===== src/rtl/ccr_div.sv =====
// ----------------------------------------------------------------------------
// ccr_div: pipelined restoring divider
//
// One quotient bit per register stage, most significant first. A side word
// travels with each division. Stages collapse bubbles under back pressure.
// ----------------------------------------------------------------------------
`default_nettype none

module ccr_div #(
  parameter int unsigned NumW  = 26,
  parameter int unsigned DenW  = 18,
  parameter int unsigned QuoW  = 13,
  parameter int unsigned SideW = 34
) (
  input  wire logic             clk_i,
  input  wire logic             rst_ni,
  input  wire logic             in_valid_i,
  output logic                  in_ready_o,
  input  wire logic [NumW-1:0]  num_i,
  input  wire logic [DenW-1:0]  den_i,
  input  wire logic [SideW-1:0] side_i,
  output logic                  out_valid_o,
  input  wire logic             out_ready_i,
  output logic [QuoW-1:0]       quo_o,
  output logic [SideW-1:0]      side_o
);

  localparam int unsigned ShW = DenW + QuoW;
  localparam int unsigned CmpW = (NumW > ShW) ? NumW : ShW;

  logic [QuoW-1:0]  vld_q;
  logic [QuoW-1:0]  en;
  logic [CmpW-1:0]  rem_q  [QuoW];
  logic [DenW-1:0]  den_q  [QuoW];
  logic [QuoW-1:0]  quo_q  [QuoW];
  logic [SideW-1:0] side_q [QuoW];

  // stage enables: a stage loads when empty or when its word moves on
  always_comb begin
    en[QuoW-1] = !vld_q[QuoW-1] || out_ready_i;
    for (int k = QuoW - 2; k >= 0; k--) begin
      en[k] = !vld_q[k] || en[k+1];
    end
  end

  assign in_ready_o = en[0];

  for (genvar s = 0; s < QuoW; s++) begin : g_stage
    localparam int unsigned Bit = QuoW - 1 - s;
    logic [CmpW-1:0] rem_in;
    logic [DenW-1:0] den_in;
    logic [QuoW-1:0] quo_in;
    logic [SideW-1:0] side_in;
    logic            vld_in;
    logic [CmpW-1:0] dsh;
    logic            take;

    if (s == 0) begin : g_first
      assign rem_in  = CmpW'(num_i);
      assign den_in  = den_i;
      assign quo_in  = '0;
      assign side_in = side_i;
      assign vld_in  = in_valid_i;
    end else begin : g_next
      assign rem_in  = rem_q[s-1];
      assign den_in  = den_q[s-1];
      assign quo_in  = quo_q[s-1];
      assign side_in = side_q[s-1];
      assign vld_in  = vld_q[s-1];
    end

    // trial subtract of the shifted divisor
    assign dsh  = CmpW'(den_in) << Bit;
    assign take = (rem_in >= dsh);

    always_ff @(posedge clk_i or negedge rst_ni) begin
      if (!rst_ni) begin
        vld_q[s] <= 1'b0;
      end else if (en[s]) begin
        vld_q[s] <= vld_in;
      end
    end

    always_ff @(posedge clk_i) begin
      if (en[s] && vld_in) begin
        rem_q[s]  <= take ? (rem_in - dsh) : rem_in;
        den_q[s]  <= den_in;
        quo_q[s]  <= quo_in | (QuoW'(take) << Bit);
        side_q[s] <= side_in;
      end
    end
  end

  assign out_valid_o = vld_q[QuoW-1];
  assign quo_o       = quo_q[QuoW-1];
  assign side_o      = side_q[QuoW-1];

  // remainder always ends below the divisor
  assert property (@(posedge clk_i) disable iff (!rst_ni)
    out_valid_o |-> (rem_q[QuoW-1] < CmpW'(den_q[QuoW-1])))
    else $error("ccr_div: final remainder not below divisor");

  // a held word does not lose its quotient
  assert property (@(posedge clk_i) disable iff (!rst_ni)
    (out_valid_o && !out_ready_i) |=> (out_valid_o && $stable(quo_o)))
    else $error("ccr_div: stalled quotient changed");

  // divisor never zero while a word is in the last stage
  assert property (@(posedge clk_i) disable iff (!rst_ni)
    out_valid_o |-> (den_q[QuoW-1] != '0))
    else $error("ccr_div: zero divisor");

endmodule

`default_nettype wire


===== config.mk =====
export PLATFORM = sky130hd
export DESIGN_NAME = ccr_div
export DESIGN_NICKNAME = d
export VERILOG_FILES = /design/src/rtl/ccr_div.sv
export SDC_FILE = /design/constraint.sdc
export NUM_CORES = 1
export LEC_CHECK = 0
export BUFFER_PORTS_ARGS = -buffer_cell sky130_fd_sc_hd__buf_2
export CAP_MARGIN = 15
export CORE_MARGIN = 2
export CORE_UTILIZATION = 56
export DETAILED_ROUTE_END_ITERATION = 6
export GPL_TIMING_DRIVEN = 0
export PLACE_DENSITY = 0.76
export SETUP_SLACK_MARGIN = 0.15
export SYNTH_ARGS = -nofsm -noshare
export SYNTH_HDL_FRONTEND = slang
export SYNTH_SLANG_ARGS = --single-unit
export TNS_END_PERCENT = 100

===== constraint.sdc =====
create_clock -name clk_i -period 5.3 [get_ports clk_i]
set_clock_uncertainty 0.05 [all_clocks]
set_input_delay 1.06 -clock clk_i [delete_from_list [all_inputs] [get_ports clk_i]]
set_output_delay 1.06 -clock clk_i [all_outputs]
set_load 0.01 [all_outputs]

==> results.md, run 1 <==
* Die extent in x at 302.6 um
* Synth area leader: edfxtp_1
* TNS Setup at 0 ns
* Dpl cells at 4,877
* Setup slack, reg-to-reg at 1.17 ns
* Crit share post-route at 0.8177
* Max Cap Viol at 0
* Avg Inst Size Synth at 14.01 um^2
* Vias at 28,390
* GRT Resource Usage Total at 0.2086
* Core area at 88,370 um^2
* Area Growth Syn to Fin at 12.90%
* Startpoint type of the worst setup path: primary input
* TritonCTS clock tree: built
* Placer Congestion at roughly 0.95
* Clock-pin slew on the worst setup and hold paths at around 0.06 ns
* Ys async rst share at 0.01146
* Die ar. at approximately 92,000 um^2
* Final Max Slew Viols at 0
* R2r endpoint: rem_q[4][10]
* Starting density of the core at 0.5649
* Crit-path max FO at 5
* Max IR drop VDD at 0.3794 mV
* Worst Setup End Kind: output port
* Worst r2r src: rem_q[3][14]
* RSZ-0062 raised after global routing: false
* Delay-heaviest family, CP: simple AND/OR/NAND/NOR gates
* Synth warn at 0
* Postcts setup bufs at 0
* Total Wirelength at approximately 94,000 um
* Synth top area share at 0.6743
* Buf/Inv on CP at 2
* Fmax at 0.2307 GHz
* # diodes at 0
* Synth area leaders: edfxtp_1, ha_1, inv_1
* Worst hold path class: primary input to asynchronous set/reset pin
* LEAKAGE at 21.28 nW
* WS Path Type: primary input to output port
* Worst-margin pin slew at 1.399 ns
* Final setup violating endpoints at 0
* Pre-antenna DRT Iters at 5
* Port bufs at 130
* Starting DRC count in detailed routing at 1,916
* Post-synth EDFFs at 1,121
* CP arrival at 3.22 ns
* Root buffer selected by CTS: clkbuf_16
* DR DRC count at 0
* Die Span Y at 302.6 um
* Cts repair resizes at 0
* Worst path slowest cell: nor2_1
* Synth Register Bits at 1,134
* Final Hold Fails at 0
* Critical Path RT at 4.19 ns
* Post-DP Area at 52,530 um^2
* Fin worst setup slack at 0.9662 ns
* CTS max path bufs at 3
* CTS Buf Count at 114
* Grt ovf at 0
* Mapped cell area at approximately 50,000 um^2
* Crit-path max cell delay at between 0.3 and 0.4 ns
* Number of global-route vias before repair at 28,830
* WL/cell at 18.49 um
* First-pass GRT wire length at 148,300 um
* Hold WS at 0.1878 ns
* Proportion of layout cells with a drive suffix above 1 at 0.1138
* CTS Hold Bufs at 0
* Design Area, Final at 56,370 um^2
* Worst-Skew Late Latency at 0.71 ns
* Post-DP HPWL at around 68,000 um
* Worst R2R Path Depth at 8
* Largest net degree at the start of global routing at 71
* Clk sink count at 1,134
* H-tree Lvls at 3
* Period minus WS final at 4.334 ns
* Core Util, Final at 0.6378
* Synthesized Nets at 3,888
* Initial antenna violation count at 0
* Post-DRT Antenna Nets at 0
* Sequential-to-total area share from yosys stat at 0.6808
* Num ports at 131
* CP cell instances: buf_2 > nor2b_1 > nand3_1 > nor2_1 > nand2_1 > nor2_1 > and2_1 > nand4_1 > buf_2
* Leading register cell type out of synthesis: edfxtp_1
* Pwr Total at 29.87 mW
* Fin nets at 4,152
* Status: completed
* Synth unique cells at 97
* Gate Count Post-Synth at 3,564
* Vias/cell at 5.575
* Pwr dens at 530.0 nW/um^2
* Place WS at ~0.98 ns
* Non-Filler Instances at a little over 5,000
* Rel. slew slack at 0.04328
* Row cnt at 109
[cell families after synthesis]
group                      synth area share
muxes                               0.01175
xor gates and xnor gates            0.03789
AOI/OAI and AO/OA                   0.09518
DFF                                  0.6808
buffers and inverters               0.02669
adders and majority gates           0.06245
and+or+nand+nor                     0.08526
[final cells by class]
cell class	count	area [um^2]
Clock inverter	86	929.6
Buffer	52	236.5
Sequential cell	1134	33990
Timing Repair Buffer	148	1094
Multi-Input combinational cell	2086	14660
Tap cell	1165	1458
Clock buffer	129	2909
Fill cell	6362	32010
Inverter	292	1096
[flip-flops by register name, indices dropped and copies added (netlist names)]
register        count
side_q            442
rem_q             372
den_q             216
quo_q              91
g_stage.vld_in     12
out_valid_o         1
[worst max-delay path by stage]
| stage | start | to | slack [ns] | cells after the start |
|---|---|---|---|---|
| 3_5_place_dp | den_i[1] | rem_q[0][23] | 0.98 | 12 |
| 4_1_cts | out_ready_i | in_ready_o | 0.96 | 9 |
| 3_3_place_gp | out_ready_i | side_q[1][167] | -0.43 | 3 |
| 6_report | out_ready_i | in_ready_o | 0.97 | 9 |
| 5_1_grt | out_ready_i | in_ready_o | 0.65 | 9 |
| 2_1_floorplan | out_ready_i | den_q[1][18] | 0.87 | 7 |
[metal layers]
metal / GRT usage / vias up / routed length, um
met5: 0 / - / 0
met4: 0.1202 / 0 / 5015
met3: 0.02735 / 244 / 3404
met2: 0.3960 / 714 / 50690
met1: 0.2205 / 13520 / 35030
li1: - / 13910 / -
[cell usage in the layout, fill, tap and decap left out, drive strengths merged, types with 45 or more instances in the layout]
cell type and instances:
xor2 113, xnor2 103, nor3 77, o21ai 213, nand2 228, buf 167, mux2 45, inv 294
edfxtp 1121, clkbuf 162, a21o 74, clkinv 65, nor2b 50, o21a 50, a21oi 178, ha 230
nor2 199
[Yosys cell counts, types with 10 or more instances]
| master | instances |
|---|---|
| a21oi_1 | 176 |
| and2_1 | 20 |
| o21bai_1 | 16 |
| nor4_1 | 38 |
| or2_2 | 15 |
| nor2b_1 | 50 |
| buf_2 | 14 |
| and4_1 | 10 |
| nand2b_1 | 43 |
| o21a_1 | 50 |
| o31a_1 | 19 |
| a211oi_1 | 16 |
| nor2_1 | 199 |
| xor2_1 | 113 |
| nand3_1 | 43 |
| o21ai_0 | 212 |
| edfxtp_1 | 1121 |
| ha_1 | 230 |
| nand4_1 | 32 |
| o211ai_1 | 16 |
| a21o_1 | 74 |
| dfrtp_1 | 13 |
| fa_1 | 12 |
| nand2_1 | 228 |
| or3_1 | 26 |
| clkbuf_1 | 32 |
| xnor2_1 | 103 |
| o31ai_1 | 23 |
| nor3_1 | 76 |
| inv_1 | 290 |
| a31oi_1 | 24 |
| nand4b_1 | 12 |
| mux2_2 | 44 |
| and3_1 | 15 |
[report_power, final]
group          leakage [nW]  total [mW]  switching, mW  internal [mW]
Combinational          8.45        8.23           4.80           3.42
Sequential             11.0        13.6          0.961           12.7
Clock                  1.86        8.03           3.37           4.66
Note: power is estimated with default switching activity, not from simulation.
==> run 2, diff against run 1 <==
- CORE_UTILIZATION: 56 -> 63
- PLACE_DENSITY: 0.76 -> 0.8
- clock period: 5.3 -> 4.4 ns (I/O delays scaled with it)
==> results.md, run 2 (synthesis gave the netlist of run 1 again) <==
* Commonest non-fill, non-tap cell in the layout: edfxtp_1 (unchanged)
* Met3 Resource Use GR at 0.03046 (was 0.02735)
* Vias/cell at 5.772 (was 5.575)
* Worst R2R Path Depth at 8 (unchanged)
* First-pass GRT wire length at 153,400 um (was 148,300 um)
* LEAKAGE at 21.15 nW (was 21.28 nW)
* H-tree Lvls at 3 (unchanged)
* Die Span Y at 285.5 um (was 302.6 um)
* TNS Setup at 0 ns (unchanged)
* Number of global-route vias before repair at 29,740 (was 28,830)
* Crit-path max FO at 10 (was 5)
* Clk sink count at 1,134 (unchanged)
* Pre-antenna DRT Iters at 7 (was 5)
* Core area at 78,740 um^2 (was 88,370 um^2)
* Area Growth Syn to Fin at 12.11% (was 12.90%)
* Top Registers: side_q x442, rem_q x372, den_q x216 (unchanged)
* Period minus WS final at roughly 4.2 ns
* Proportion of layout cells with a drive suffix above 1 at 0.1110 (was 0.1138)
* Hold path endpoint: side_q[0][32]
* Final setup violating endpoints at 0 (unchanged)
* Crit share post-route at 0.9595
* Worst r2r src: rem_q[3][14] (unchanged)
* Worst hold start: side_i[32]
* Largest net degree at the start of global routing at 70 (was 71)
* Worst Setup End Kind: flip-flop (was output port)
* TritonCTS clock tree: built (unchanged)
* Max Cap Viol at 0 (unchanged)
* Die ar. at 81,510 um^2 (was 91,560 um^2)
* Initial antenna violation count at 1 (was 0)
* GRT Resource Usage Total at 0.2407 (was 0.2086)
* Grt met1 use at 0.2523 (was 0.2205)
* Hold Path Stages at 1
* Post-DP HPWL at 68,650 um (was 67,650 um)
* Fin nets at 4,146 (was 4,152)
* Grt ovf at 0 (unchanged)
* Vias at 28,640 (was 28,390)
* Hold WS at 0.3254 ns (was 0.1878 ns)
* Commonest cells after routing, fill and taps aside: edfxtp_1, inv_1, ha_1, nand2_1, o21ai_0 (unchanged)
* Max IR drop VDD at 0.3944 mV (was 0.3794 mV)
* Root buffer selected by CTS: clkbuf_16 (unchanged)
* Number of flip-flops in the largest register at 442 (unchanged)
* Final Max Slew Viols at 0 (unchanged)
* CTS max path bufs at 3 (unchanged)
* Starting DRC count in detailed routing at 1,804 (was 1,916)
* Starting density of the core at 0.6340 (was 0.5649)
* Setup slack, reg-to-reg at 0.18 ns (was 1.17 ns)
* WL/cell at 19.50 um (was 18.49 um)
* Pwr dens at 637.6 nW/um^2 (was 530.0 nW/um^2)
* RSZ-0062 raised after global routing: false (unchanged)
* Final Hold Fails at 0 (unchanged)
* Startpoint type of the worst setup path: flip-flop (was primary input)
* Critical Path RT at 4.72 ns (was 4.19 ns)
* Total Wirelength at 96,720 um (was 94,140 um)
* Rel. slew slack at 0.1764 (was 0.04328)
* R2r endpoint: rem_q[4][19] (was rem_q[4][10])
* Worst-margin pin slew at 1.204 ns (was 1.399 ns)
* Die extent in x at 285.5 um (was 302.6 um)
* DR DRC count at 0 (unchanged)
* CP arrival at 4.54 ns (was 3.22 ns)
* Status: completed (unchanged)
* WS Path Type: flip-flop to flip-flop (was primary input to output port)
* CTS Buf Count at 107 (was 114)
* Placer Congestion at 0.9389 (was 0.9546)
* Num ports at 131 (unchanged)
* Post-DRT Antenna Nets at 0 (unchanged)
* Worst hold path class: primary input to flip-flop (was primary input to asynchronous set/reset pin)
* GR Util met2 at 0.4694 (was 0.3960)
* Row cnt at 103 (was 109)
* Fmax at 0.2369 GHz
* Largest reg by FF count: side_q (unchanged)
* Port bufs at 130 (unchanged)
* Worst-Skew Late Latency at 0.68 ns (was 0.71 ns)
* Clock-pin slew on the worst setup and hold paths at 0.07 ns (was 0.06 ns)
* Busiest layer in global routing: met2 (unchanged)
-- run 2: changes by cell type in the layout (fill, tap and decap cells not counted), moves of 2 or more --
cell / before / now
clkbuf_16: 114 / 107
clkinv_2: 26 / 19
clkinv_1: 30 / 24
clkbuf_1: 47 / 51
clkbuf_8: 0 / 3
clkinv_8: 2 / 0
-- run 2: repair_timing --
item                                   4_1_cts  5_1_grt
gates resized for setup                      1        2
endpoints found under the hold margin       12        0
buffers inserted                             0        0
hold buffers                                 1        0
setup endpoints to repair                    8        1
pin swaps                                    0        0
-- run 2: worst max-delay path by stage --
| stage | from | end | slack [ns] | depth (start not counted) |
|---|---|---|---|---|
| finish | rem_q[3][14] | rem_q[4][19] | 0.18 | 8 |
| global route | rem_q[3][14] | rem_q[4][15] | 0.15 | 8 |
| CTS | rem_q[3][14] | rem_q[4][19] | 0.22 | 8 |
| detailed placement | rem_q[6][18] | rem_q[7][8] | 0.12 | 10 |
| global placement | out_ready_i | side_q[1][143] | -1.16 | 3 |
| floorplan | out_ready_i | den_q[1][18] | 0.15 | 7 |
-- run 2: per-layer routing --
layer  part of all wire  vias up
met5                  0        -
met3              0.036      251
met2               0.55      753
li1                   -    13890
met1               0.36    13740
met4              0.047        0
-- run 2: power breakdown --
group	switching, mW	internal [mW]	leakage (nW)
combinational	5.92	4.13	8.45
sequential	1.18	15.2	11.0
clock	3.91	5.30	1.72
-- run 2: metrics by stage --
step | power, mW | setup slack [ns] | util | cells | instance area (um^2)
floorplan | 23.82 | 0.1470 | - | 3564 | 49930
global placement | 26.20 | -1.162 | 0.6591 | 4744 | 51900
detailed placement | 26.47 | 0.1248 | 0.6653 | 4762 | 52390
CTS | 35.81 | 0.2242 | 0.7107 | 4960 | 55960
global route | 37.67 | 0.1530 | 0.7108 | 4961 | 55970
finish | 35.68 | 0.1780 | 0.7108 | 4961 | 55970
-- run 2: layout make-up --
cell class	count	area [um^2]
Fill cell	5103	22770
Multi-Input combinational cell	2086	14670
Buffer	52	236.5
Sequential cell	1134	33990
Clock inverter	68	770.7
Timing Repair Buffer	149	1104
Inverter	292	1096
Antenna cell	1	2.502
Clock buffer	129	2790
Tap cell	1050	1314
-- run 2: critical path: stages (launching register included) --
cell,delay [ns]
edfxtp_1,0.41
ha_1,0.40
or4b_2,0.65
nor4_1,0.81
a21oi_1,0.26
a21bo_2,0.36
buf_2,0.33
buf_1,0.53
a21oi_1,0.13
==> run 3, diff against run 2 <==
- CELL_PAD_IN_SITES_DETAIL_PLACEMENT: default -> 0
- CELL_PAD_IN_SITES_GLOBAL_PLACEMENT: default -> 1
- CORE_UTILIZATION: 63 -> 53
==> results.md, run 3 (synthesis gave the netlist of run 1 again) <==
* Commonest cells after routing, fill and taps aside: edfxtp_1, inv_1, ha_1, nand2_1, o21ai_0 (unchanged)
* Fmax at 0.2592 GHz (was 0.2369 GHz)
* Crit-path max FO at 10 (unchanged)
* CP dominant cell by count: a21oi_1 (unchanged)
* Placer Congestion at 0.9150 (was 0.9389)
* Grt ovf at 0 (unchanged)
* CTS max path bufs at 3 (unchanged)
* Fin worst setup slack at 0.5419 ns (was 0.1780 ns)
* Pre-antenna DRT Iters at 5 (was 7)
* Final Hold Fails at 0 (unchanged)
* Number of flip-flops in the largest register at 442 (unchanged)
* Die Span Y at 310.9 um (was 285.5 um)
* CP cell instances: inv_1 > ha_1 > or4b_2 > nor4_2 > a21oi_1 > a21bo_2 > buf_2 > buf_1 > a21oi_1 (was ha_1 > or4b_2 > nor4_1 > a21oi_1 > a21bo_2 > buf_2 > buf_1 > a21oi_1)
* Largest net degree at the start of global routing at 70 (unchanged)
* Worst-margin pin slew at 1.343 ns (was 1.204 ns)
* Critical Path RT at 4.75 ns (was 4.72 ns)
* Initial antenna violation count at 1 (unchanged)
* DR DRC count at 0 (unchanged)
* Hold Path Stages at 1 (unchanged)
* Clk sink count at 1,134 (unchanged)
* Hold path endpoint: side_q[0][32] (unchanged)
* Commonest non-fill, non-tap cell in the layout: edfxtp_1 (unchanged)
* Number of global-route vias before repair at 28,390 (was 29,740)
* Worst R2R Path Depth at 9 (was 8)
* Crit-path max cell delay at 0.66 ns (was 0.81 ns)
* Core Util, Final at 0.6031 (was 0.7108)
* TNS Setup at 0 ns (unchanged)
* Final setup violating endpoints at 0 (unchanged)
* Place WS at -0.1948 ns (was 0.1248 ns)
* Num ports at 131 (unchanged)
* Storage cell area at 33,990 um^2 (unchanged)
* Multi-input logic area at 14,680 um^2 (was 14,670 um^2)
* Vias/cell at 5.352 (was 5.772)
* H-tree Lvls at 3 (unchanged)
* Max Cap Viol at 0 (unchanged)
* Pwr dens at 629.4 nW/um^2 (was 637.6 nW/um^2)
* Worst-Skew Late Latency at 0.73 ns (was 0.68 ns)
* Hold WS at 0.2747 ns (was 0.3254 ns)
* Post-DP HPWL at 70,220 um (was 68,650 um)
* Row cnt at 112 (was 103)
* Core area at 93,330 um^2 (was 78,740 um^2)
* RSZ-0062 raised after global routing: false (unchanged)
* Worst Setup End Kind: flip-flop (unchanged)
* CTS Buf Count at 112 (was 107)
* Filler cells at 7,262 (was 5,103)
* Fin nets at 4,153 (was 4,146)
* LEAKAGE at 21.20 nW (was 21.15 nW)
* Setup slack, reg-to-reg at 0.54 ns (was 0.18 ns)
* Worst hold start: side_i[32] (unchanged)
* Post-DRT Antenna Nets at 0 (unchanged)
* Dpl cells at 4,968 (was 4,762)
* Proportion of layout cells with a drive suffix above 1 at 0.1141 (was 0.1110)
* Vias at 27,690 (was 28,640)
* Max IR drop VDD at 0.3538 mV (was 0.3944 mV)
* WS Path Type: flip-flop to flip-flop (unchanged)
* Total Wirelength at 94,800 um (was 96,720 um)
* Design Area, Final at 56,290 um^2 (was 55,970 um^2)
* Clock-pin slew on the worst setup and hold paths at 0.06 ns (was 0.07 ns)
* Starting density of the core at 0.5349 (was 0.6340)
* Non-Filler Instances at 5,174 (was 4,961)
* Top Registers: side_q x442, rem_q x372, den_q x216 (unchanged)
* Worst r2r src: den_q[1][24] (was rem_q[3][14])
* Status: completed (unchanged)
* Pwr Total at 35.43 mW (was 35.68 mW)
* Root buffer selected by CTS: clkbuf_16 (unchanged)
* CP arrival at 4.21 ns (was 4.54 ns)
* Startpoint type of the worst setup path: flip-flop (unchanged)
* Crit share post-route at 0.8768 (was 0.9595)
* Starting DRC count in detailed routing at 1,579 (was 1,804)
* Rel. slew slack at 0.08148 (was 0.1764)
* Die ar. at 96,670 um^2 (was 81,510 um^2)
* WL/cell at 18.32 um (was 19.50 um)
* Period minus WS final at 3.858 ns (was 4.222 ns)
* Worst hold path class: primary input to flip-flop (unchanged)
* Area Growth Syn to Fin at 12.75% (was 12.11%)
* Postcts setup bufs at 0 (unchanged)
* R2r endpoint: rem_q[4][10] (was rem_q[4][19])
* Post-DP Area at 52,660 um^2 (was 52,390 um^2)
* TritonCTS clock tree: built (unchanged)
* First-pass GRT wire length at 149,900 um (was 153,400 um)
* Worst path slowest cell: or4b_2 (was nor4_1)
* Final Max Slew Viols at 0 (unchanged)
* Largest reg by FF count: side_q (unchanged)
* Die extent in x at 310.9 um (was 285.5 um)
* Port bufs at 130 (unchanged)
* GRT Resource Usage Total at 0.1986 (was 0.2407)
[run 3: layout make-up]
class / instances / share of cell area
buffer: 52 / 0.004223
clock inverter: 77 / 0.01309
antenna: 1 / 0.00004445
inverter: 292 / 0.01947
timing repair buffer: 151 / 0.01992
tap: 1254 / 0.02787
multi-input combinational: 2086 / 0.2608
clock buffer: 127 / 0.05079
sequential: 1134 / 0.6038
[run 3: per-layer routing]
metal	vias up	GRT usage	wire, um
met3	212	0.02479	3042
met1	13070	0.2081	34840
li1	13910	-	-
met5	-	0	0
met2	501	0.3891	52780
met4	0	0.09376	4136
[run 3: worst max-delay path: cells and delay by family, from the launching register on]
family                   cells  cell delay (ns)
adder cells (fa/ha/maj)      1             0.37
flip-flops                   1             0.38
AO/OA/AOI/OAI                3             0.65
buffers and inverters        3             0.91
AND/OR/NAND/NOR              2             1.22
[run 3: worst max-delay path by stage]
stage / startpoint / endpoint / cells after the start
finish: den_q[1][24] / rem_q[4][10] / 9
global route: rem_q[6][18] / rem_q[7][10] / 10
CTS: den_q[1][0] / rem_q[3][26] / 10
detailed placement: rem_q[6][18] / rem_q[7][20] / 10
global placement: out_ready_i / side_q[1][152] / 3
floorplan: out_ready_i / den_q[1][18] / 7
[run 3: what timing repair did]
item,4_1_cts,5_1_grt
endpoints found under the hold margin,13,0
resized for setup,3,2
hold buffers,1,0
pin swaps,0,0
endpoints found under the setup margin,19,2
[run 3: power by group]
group          internal [mW]  switching [mW]  leakage (nW)  total, mW
combinational           4.12            5.81          8.47       9.93
clock                   5.17            3.98          1.76       9.15
sequential              15.2            1.11          11.0       16.3
